File: config.mk
export PLATFORM = sky130hd
export DESIGN_NAME = wormhole_round_robin_crossbar_arbiter_top
export DESIGN_NICKNAME = d
export VERILOG_FILES = /design/src/sv/wrrca_pkg.sv /design/src/sv/wormhole_round_robin_crossbar_arbiter_top.sv /design/src/sv/wrrca_lane.sv /design/src/sv/wrrca_merge.sv
export SDC_FILE = /design/constraint.sdc
export NUM_CORES = 1
export LEC_CHECK = 0
export BUFFER_PORTS_ARGS = -buffer_cell sky130_fd_sc_hd__buf_2
export CAP_MARGIN = 30
export CORE_MARGIN = 10
export CORE_UTILIZATION = 25
export CTS_CLUSTER_SIZE = 14
export DETAILED_ROUTE_END_ITERATION = 10
export PLACE_DENSITY_LB_ADDON = 0.3
export SLEW_MARGIN = 20
export SYNTH_ARGS = -nofsm -noshare
export SYNTH_HDL_FRONTEND = slang
export SYNTH_SLANG_ARGS = --single-unit
File: constraint.sdc
create_clock -name clk_i -period 25.2 [get_ports clk_i]
set_input_delay 1.26 -clock clk_i [delete_from_list [all_inputs] [get_ports clk_i]]
set_output_delay 1.26 -clock clk_i [all_outputs]
set_load 0.005 [all_outputs]
File: src/sv/wrrca_pkg.sv
package wrrca_pkg;

  localparam int NUM_INPUTS  = 8;
  localparam int NUM_OUTPUTS = 4;

  localparam int IN_IDX_W = (NUM_INPUTS > 1) ? $clog2(NUM_INPUTS) : 1;
  localparam int PORT_W   = (NUM_OUTPUTS > 1) ? $clog2(NUM_OUTPUTS) : 1;
  localparam int CNT_W    = $clog2(NUM_OUTPUTS + 1);
  localparam int RANK_W   = $clog2(NUM_INPUTS + NUM_OUTPUTS + 1);
  localparam int POS_EXT_W = IN_IDX_W + 1;

  localparam int IN_FIELDS_W  = 2 * NUM_INPUTS + NUM_OUTPUTS;
  localparam int IN_DATA_W    = ((IN_FIELDS_W + 7) / 8) * 8;
  localparam int OUT_FIELDS_W = NUM_OUTPUTS + NUM_OUTPUTS * IN_IDX_W + NUM_INPUTS
                                + NUM_OUTPUTS + CNT_W;
  localparam int OUT_DATA_W   = ((OUT_FIELDS_W + 7) / 8) * 8;

  typedef logic [IN_IDX_W-1:0] in_idx_t;
  typedef logic [PORT_W-1:0]   port_t;

  // per-input lane finding
  typedef struct packed {
    logic    search;   // wants the lowest free, unreserved output
    logic    resv_ok;  // reserved output is free, granted
    in_idx_t pos;      // place in round-robin order
    port_t   port;     // reserved output
  } lane_t;

  typedef struct packed {
    logic  granted;
    port_t dst;
  } lane_grant_t;

endpackage

File: src/sv/wormhole_round_robin_crossbar_arbiter_top.sv
// Channel  | Dir | Signals                   | Contents
// s_axis   | in  | tvalid tready tdata[23:0] | request transfer per clock
// m_axis   | out | tvalid tready tdata[31:0] | grant result per request
// cfg      | in  | valid ready data[0]       | wormhole_enable
//
// One request per cycle while s_axis_tready is high; its result appears in the output register the next cycle.
// All inputs are evaluated in one lane each; one merge stage assigns outputs.
// Reset clears busy, seen and reservation state; last grant resets to the top input.
// s_axis_tready drops only while a result waits and m_axis_tready is low.
module wormhole_round_robin_crossbar_arbiter_top (
  input  logic                             clk_i,
  input  logic                             rst_ni,
  input  logic                             s_axis_tvalid,
  output logic                             s_axis_tready,
  // request_valid, request_end_of_packet, output_consumed
  input  logic [wrrca_pkg::IN_DATA_W-1:0]  s_axis_tdata,
  output logic                             m_axis_tvalid,
  input  logic                             m_axis_tready,
  // grant_mask, grant_sources, input_ack, busy_outputs, active_count
  output logic [wrrca_pkg::OUT_DATA_W-1:0] m_axis_tdata,
  input  logic                             cfg_valid_i,
  output logic                             cfg_ready_o,
  input  logic                             cfg_data_i
);

  localparam int N = wrrca_pkg::NUM_INPUTS;
  localparam int M = wrrca_pkg::NUM_OUTPUTS;

  logic                      worm_q;
  logic [M-1:0]              busy_q, busy_d, busy_free;
  wrrca_pkg::in_idx_t        src_q [M];
  logic [N-1:0]              seen_q, seen_d, seen_eff;
  logic [N-1:0]              held_q, held_d;
  wrrca_pkg::port_t          port_q [N];
  logic [M-1:0]              rsv_q, rsv_d;
  wrrca_pkg::in_idx_t        last_q, last_d;
  logic [wrrca_pkg::CNT_W-1:0] cnt_q, cnt_d;
  logic                      out_vld_q;
  logic [wrrca_pkg::OUT_DATA_W-1:0] out_q, out_d;

  logic [N-1:0]              req_valid, req_eop, ack;
  logic [M-1:0]              consumed, free_pool;
  logic                      accept;

  wrrca_pkg::lane_t          lanes  [N];
  wrrca_pkg::lane_grant_t    grants [N];
  logic [M-1:0]              out_grant;
  wrrca_pkg::in_idx_t        out_src [M];
  logic                      last_vld;
  wrrca_pkg::in_idx_t        last_idx;
  logic [M*wrrca_pkg::IN_IDX_W-1:0] src_packed;

  assign req_valid = s_axis_tdata[N-1:0];
  assign req_eop   = s_axis_tdata[2*N-1:N];
  assign consumed  = s_axis_tdata[2*N+M-1:2*N];

  assign s_axis_tready = ~out_vld_q | m_axis_tready;
  assign accept        = s_axis_tvalid & s_axis_tready;
  assign m_axis_tvalid = out_vld_q;
  assign m_axis_tdata  = out_q;
  assign cfg_ready_o   = 1'b1;

  always_comb begin
    ack = '0;
    for (int j = 0; j < M; j++) begin
      if (busy_q[j] && consumed[j]) begin
        ack[src_q[j]] = 1'b1;
      end
    end
  end

  assign busy_free = busy_q & ~consumed;
  assign seen_eff  = seen_q & ~ack;
  assign free_pool = ~busy_free & ~(rsv_q & {M{worm_q}});

  for (genvar i = 0; i < N; i++) begin : g_lane
    wrrca_lane u_lane (
      .idx_i          (wrrca_pkg::IN_IDX_W'(i)),
      .last_granted_i (last_q),
      .valid_i        (req_valid[i]),
      .seen_i         (seen_eff[i]),
      .worm_i         (worm_q),
      .held_i         (held_q[i]),
      .port_i         (port_q[i]),
      .busy_i         (busy_free),
      .lane_o         (lanes[i])
    );
  end

  wrrca_merge u_merge (
    .lanes_i     (lanes),
    .free_i      (free_pool),
    .grants_o    (grants),
    .out_grant_o (out_grant),
    .out_src_o   (out_src),
    .last_vld_o  (last_vld),
    .last_idx_o  (last_idx)
  );

  always_comb begin
    busy_d = busy_free | out_grant;
    cnt_d  = '0;
    for (int j = 0; j < M; j++) begin
      cnt_d = cnt_d + wrrca_pkg::CNT_W'(busy_d[j]);
    end
    seen_d = seen_eff;
    held_d = held_q;
    for (int i = 0; i < N; i++) begin
      if (grants[i].granted) begin
        seen_d[i] = 1'b1;
        if (worm_q) begin
          held_d[i] = ~req_eop[i];
        end
      end
    end
    rsv_d      = rsv_q;
    src_packed = '0;
    for (int j = 0; j < M; j++) begin
      if (out_grant[j]) begin
        src_packed[j*wrrca_pkg::IN_IDX_W +: wrrca_pkg::IN_IDX_W] = out_src[j];
        if (worm_q) begin
          rsv_d[j] = ~req_eop[out_src[j]];
        end
      end
    end
    last_d = last_vld ? last_idx : last_q;
    out_d  = wrrca_pkg::OUT_DATA_W'({cnt_d, busy_d, ack, src_packed, out_grant});
  end

  always_ff @(posedge clk_i or negedge rst_ni) begin
    if (!rst_ni) begin
      worm_q    <= 1'b0;
      busy_q    <= '0;
      seen_q    <= '0;
      held_q    <= '0;
      rsv_q     <= '0;
      last_q    <= wrrca_pkg::IN_IDX_W'(N - 1);
      cnt_q     <= '0;
      out_vld_q <= 1'b0;
    end else begin
      if (cfg_valid_i && cfg_ready_o) begin
        worm_q <= cfg_data_i;
      end
      if (accept) begin
        busy_q <= busy_d;
        seen_q <= seen_d;
        held_q <= held_d;
        rsv_q  <= rsv_d;
        last_q <= last_d;
        cnt_q  <= cnt_d;
      end
      if (accept) begin
        out_vld_q <= 1'b1;
      end else if (m_axis_tready) begin
        out_vld_q <= 1'b0;
      end
    end
  end

  always_ff @(posedge clk_i) begin
    if (accept) begin
      out_q <= out_d;
      for (int j = 0; j < M; j++) begin
        if (out_grant[j]) begin
          src_q[j] <= out_src[j];
        end
      end
      for (int i = 0; i < N; i++) begin
        if (grants[i].granted && worm_q && !req_eop[i]) begin
          port_q[i] <= grants[i].dst;
        end
      end
    end
  end

  a_cnt_matches_busy : assert property (@(posedge clk_i) disable iff (!rst_ni)
    cnt_q == wrrca_pkg::CNT_W'($countones(busy_q)))
    else $error("transfer count differs from busy outputs");

  a_grant_is_busy : assert property (@(posedge clk_i) disable iff (!rst_ni)
    out_vld_q |-> ((out_q[M-1:0] & ~busy_q) == '0))
    else $error("granted output not marked busy");

  a_accept_gives_result : assert property (@(posedge clk_i) disable iff (!rst_ni)
    accept |=> out_vld_q)
    else $error("accepted request produced no result");

  a_grant_count : assert property (@(posedge clk_i) disable iff (!rst_ni)
    accept |-> ($countones(out_grant) <= $countones(req_valid & ~seen_eff)))
    else $error("more grants than eligible requests");

endmodule

File: src/sv/wrrca_lane.sv
module wrrca_lane (
  input  wrrca_pkg::in_idx_t          idx_i,
  input  wrrca_pkg::in_idx_t          last_granted_i,
  input  logic                        valid_i,
  input  logic                        seen_i,
  input  logic                        worm_i,
  input  logic                        held_i,
  input  wrrca_pkg::port_t            port_i,
  input  logic [wrrca_pkg::NUM_OUTPUTS-1:0] busy_i,
  output wrrca_pkg::lane_t            lane_o
);

  logic                                  req;
  logic                                  use_resv;
  logic [wrrca_pkg::POS_EXT_W-1:0]       pos_raw;

  assign req      = valid_i & ~seen_i;
  assign use_resv = worm_i & held_i;

  // (idx - last_granted - 1) mod NUM_INPUTS
  assign pos_raw = wrrca_pkg::POS_EXT_W'(idx_i)
                 + wrrca_pkg::POS_EXT_W'(wrrca_pkg::NUM_INPUTS - 1)
                 - wrrca_pkg::POS_EXT_W'(last_granted_i);

  always_comb begin
    lane_o.search  = req & ~use_resv;
    lane_o.resv_ok = req & use_resv & ~busy_i[port_i];
    lane_o.port    = port_i;
    if (pos_raw >= wrrca_pkg::POS_EXT_W'(wrrca_pkg::NUM_INPUTS)) begin
      lane_o.pos = wrrca_pkg::IN_IDX_W'(pos_raw - wrrca_pkg::POS_EXT_W'(wrrca_pkg::NUM_INPUTS));
    end else begin
      lane_o.pos = wrrca_pkg::IN_IDX_W'(pos_raw);
    end
  end

endmodule

File: src/sv/wrrca_merge.sv
module wrrca_merge (
  input  wrrca_pkg::lane_t                  lanes_i [wrrca_pkg::NUM_INPUTS],
  input  logic [wrrca_pkg::NUM_OUTPUTS-1:0] free_i,
  output wrrca_pkg::lane_grant_t            grants_o [wrrca_pkg::NUM_INPUTS],
  output logic [wrrca_pkg::NUM_OUTPUTS-1:0] out_grant_o,
  output wrrca_pkg::in_idx_t                out_src_o [wrrca_pkg::NUM_OUTPUTS],
  output logic                              last_vld_o,
  output wrrca_pkg::in_idx_t                last_idx_o
);

  logic [wrrca_pkg::RANK_W-1:0] frank [wrrca_pkg::NUM_OUTPUTS];
  logic [wrrca_pkg::RANK_W-1:0] rank  [wrrca_pkg::NUM_INPUTS];
  wrrca_pkg::lane_grant_t       gnt   [wrrca_pkg::NUM_INPUTS];
  logic                         is_last [wrrca_pkg::NUM_INPUTS];

  always_comb begin
    // rank of each free output among the free ones
    for (int j = 0; j < wrrca_pkg::NUM_OUTPUTS; j++) begin
      frank[j] = '0;
      for (int k = 0; k < j; k++) begin
        frank[j] = frank[j] + wrrca_pkg::RANK_W'(free_i[k]);
      end
    end

    // searching lanes ahead in round-robin order
    for (int i = 0; i < wrrca_pkg::NUM_INPUTS; i++) begin
      rank[i] = '0;
      for (int k = 0; k < wrrca_pkg::NUM_INPUTS; k++) begin
        if (lanes_i[k].search && (lanes_i[k].pos < lanes_i[i].pos)) begin
          rank[i] = rank[i] + wrrca_pkg::RANK_W'(1);
        end
      end
    end

    for (int i = 0; i < wrrca_pkg::NUM_INPUTS; i++) begin
      gnt[i].granted = lanes_i[i].resv_ok;
      gnt[i].dst     = lanes_i[i].port;
      if (lanes_i[i].search) begin
        for (int j = 0; j < wrrca_pkg::NUM_OUTPUTS; j++) begin
          if (free_i[j] && (frank[j] == rank[i])) begin
            gnt[i].granted = 1'b1;
            gnt[i].dst     = wrrca_pkg::PORT_W'(j);
          end
        end
      end
    end

    for (int j = 0; j < wrrca_pkg::NUM_OUTPUTS; j++) begin
      out_grant_o[j] = 1'b0;
      out_src_o[j]   = '0;
      for (int i = 0; i < wrrca_pkg::NUM_INPUTS; i++) begin
        if (gnt[i].granted && (gnt[i].dst == wrrca_pkg::PORT_W'(j))) begin
          out_grant_o[j] = 1'b1;
          out_src_o[j]   = wrrca_pkg::IN_IDX_W'(i);
        end
      end
    end

    // last grant in scan order
    last_vld_o = 1'b0;
    last_idx_o = '0;
    for (int i = 0; i < wrrca_pkg::NUM_INPUTS; i++) begin
      is_last[i] = gnt[i].granted;
      for (int k = 0; k < wrrca_pkg::NUM_INPUTS; k++) begin
        if (gnt[k].granted && (lanes_i[k].pos > lanes_i[i].pos)) begin
          is_last[i] = 1'b0;
        end
      end
      if (is_last[i]) begin
        last_vld_o = 1'b1;
        last_idx_o = wrrca_pkg::IN_IDX_W'(i);
      end
    end

    for (int i = 0; i < wrrca_pkg::NUM_INPUTS; i++) begin
      grants_o[i] = gnt[i];
    end
  end

endmodule

==> results_dict.tcl <==
set metrics [dict create \
    run_status "finished clean" \
    required_ns 25.33 \
    first_global_vias 12825 \
    path_class "input pin to flop" \
    wire_per_inst_um 25.0 \
    grt_max_degree 39 \
    synthTopCellsByArea "edfxtp_1 (14%), ha_1 (7.6%), dfrtp_1 (5.0%)" \
    yosysTopAreaCellShare_pct 13.6 \
    fin_skew_ns 0.0122 \
    fp.dieArea_um2 61800 \
    synth_top_family_by_area "compound AO/OA/AOI/OAI gates" \
    clock-sinks 88 \
    hp-start "held_q[1]" \
    min_path_cells 1 \
    cts-buffers-inserted 9 \
    overflow 0 \
    ys_ff_latch 88 \
    worstRegToRegCells 36 \
    rr_startpoint "last_q[2]" \
    tightest_slew_ns 1.05 \
    vias 13583 \
    gp_congestion 1.01 \
    hold_path.class "flop to flop" \
    hold_end "held_q[1]" \
    cp-startpoint "s_axis_tdata[18]" \
    period_share_pct 45.9 \
    cts_hold_buf 0 \
    vias_per_cell 5.81 \
    hold_viol 0 \
    synth-edff-count 59 \
    start_util_pct 25.4 \
    critPathSlowestCell "a21boi_0" \
    ys_warn_count 0 \
    ys_types 129 \
    fin_setup_tns_ns 0 \
    drt_wl_total_um 58400 \
    layout_min_cycle_time_ns 11.56 \
    clkTransAtPathRegs_ns 0.07 \
    grtUsageTotal_pct 17.8 \
    slowest_delay_ns 0.71 \
    avgSynthCellArea_um2 8.16 \
    slew_headroom_pct 29.7 \
    seq_area_frac_synth_pct 19.1 \
    diodes 0 \
    clk_latency_ns 0.38 \
    ys.flop_type "edfxtp_1" \
    root_buffer "clkbuf_16" \
    die_x_um 249 \
    cpMostUsedCell "ha_1" \
    ys_async_sr_fraction_pct 33.0 \
    synth_top_cell_by_area "edfxtp_1" \
    coreArea_um2 51500 \
    synth_area_um2 13100 \
    rows 83 \
    max-cap-violations 0 \
    grt_pass1_wl_um 84300 \
    port_buffers 58 \
    synth_fp_nets 1711 \
    ant_nets 0 \
    syn_to_final_growth_pct 11.4 \
    rsz0062_at_grt "no" \
    synth_most_common_cell "nand2_1" \
    start_kind "input pin" \
    cts_setup_buffers 0 \
    drive_gt1_share_pct 13.6 \
    clk_path_buf_depth 2 \
    critPathArrivalTime_ns 11.69 \
    yosys.area_share.simple_pct 24.3 \
    nNetsFinal 1765 \
    netlist_top_cells_count "nand2_1 (159), nor2_1 (115), inv_1 (105)" \
    synth_xor_area_share_pct 11.2 \
    hpwl_um 45900 \
    syn_inst 1600 \
    drc 0 \
    setup_viol 0 \
    htree_num_levels 3 \
    io_pins 65 \
    synth_compound_area_share_pct 29.0 \
    drt_iter0_drc 1282 \
    dr.pass1.iters 6 \
    r2r_setup_slack_ns 14.07 \
    muxShareOfSynthArea_pct 3.28 \
    antenna_found_initial 2 \
    slew_viol_final 0 \
    synthAdderAreaFrac_pct 8.03 \
    r2r_end "m_axis_tdata[29]" \
    fmax_mhz 86.5 \
    cts_resized 0 \
    crit_path_max_fanout 6 \
    end_kind "flop" \
    die_h_um 249 \
    cts_tree "yes" \
]
==> flip-flops by register name, summed over array words and instances (netlist names) <==
register       cells
held_q             8
worm_q             1
port_q            16
busy_q             4
src_q             12
last_q             3
m_axis_tdata      31
m_axis_tvalid      1
rsv_q              4
seen_q             8
==> through the flow <==
step	setup slack, ns	utilization [%]	std cells	cell area [µm²]	hold slack (ns)
2_1_floorplan	15.81	-	1600	13100	0.450
3_3_place_gp	13.50	27.6	2320	14200	0.473
3_5_place_dp	13.46	27.6	2320	14200	0.471
4_1_cts	13.82	28.2	2336	14500	0.488
5_1_grt	13.18	28.2	2339	14500	0.510
6_report	13.64	28.2	2339	14500	0.488
==> layer usage <==
| metal | vias to the layer above | track usage [%] | wire length (µm) |
|---|---|---|---|
| li1 | 6169 | - | - |
| met1 | 6605 | 22.0 | 24200 |
| met2 | 651 | 28.3 | 26000 |
| met3 | 154 | 3.76 | 4870 |
| met4 | 4 | 9.78 | 3280 |
| met5 | - | 0 | 28 |
==> cell type report <==
type,instances,area (µm²)
clock buffers,9,225
clock inverters,7,86.3
fillers,5582,37000
inverters,113,425
multi-input cells,1353,9930
flip-flops and latches,88,2500
well taps,680,851
repair buffers,89,533
==> worst max-delay path, delay by kind of cell <==
| kind | cells | cell delay [ns] |
|---|---|---|
| adder cells (fa/ha/maj) | 8 | 2.39 |
| AND/OR/NAND/NOR | 14 | 3.72 |
| buffers and inverters | 4 | 0.37 |
| AO/OA/AOI/OAI | 14 | 3.92 |
==> logic make-up after synthesis <==
group,count (synthesis)
AO/OA/AOI/OAI,507
multiplexers,31
XOR/XNOR,119
AND/OR/NAND/NOR,611
flip-flops,88
other,2
buffers and inverters,159
adder cells (fa/ha/maj),83
==> cell usage in the layout, fill, tap and decap left out, drive strengths merged, types with 22 or more instances in the layout <==
master  Yosys  layout
nand2     159     159
inv       107     111
a21o       28      28
dfrtp      26      26
a21oi      73      73
edfxtp     59      59
xnor2      75      75
and3       23      23
nor3       59      59
nand3      63      63
o22ai      22      22
a211oi     26      26
nand2b     39      39
nor2      117     117
buf        23      88
o21ai     110     110
ha         79      79
and2       23      23
==> worst max-delay path by stage <==
stage,slack (ns),to,depth (start not counted)
2_1_floorplan,15.81,m_axis_tdata[29],41
3_3_place_gp,13.50,m_axis_tdata[29],38
3_5_place_dp,13.46,m_axis_tdata[29],40
4_1_cts,13.82,m_axis_tdata[29],40
5_1_grt,13.18,m_axis_tdata[29],40
6_report,13.64,m_axis_tdata[29],40
Power is not shown: default switching activity piles up to over one toggle a cycle in this logic, so the estimate is an artifact.
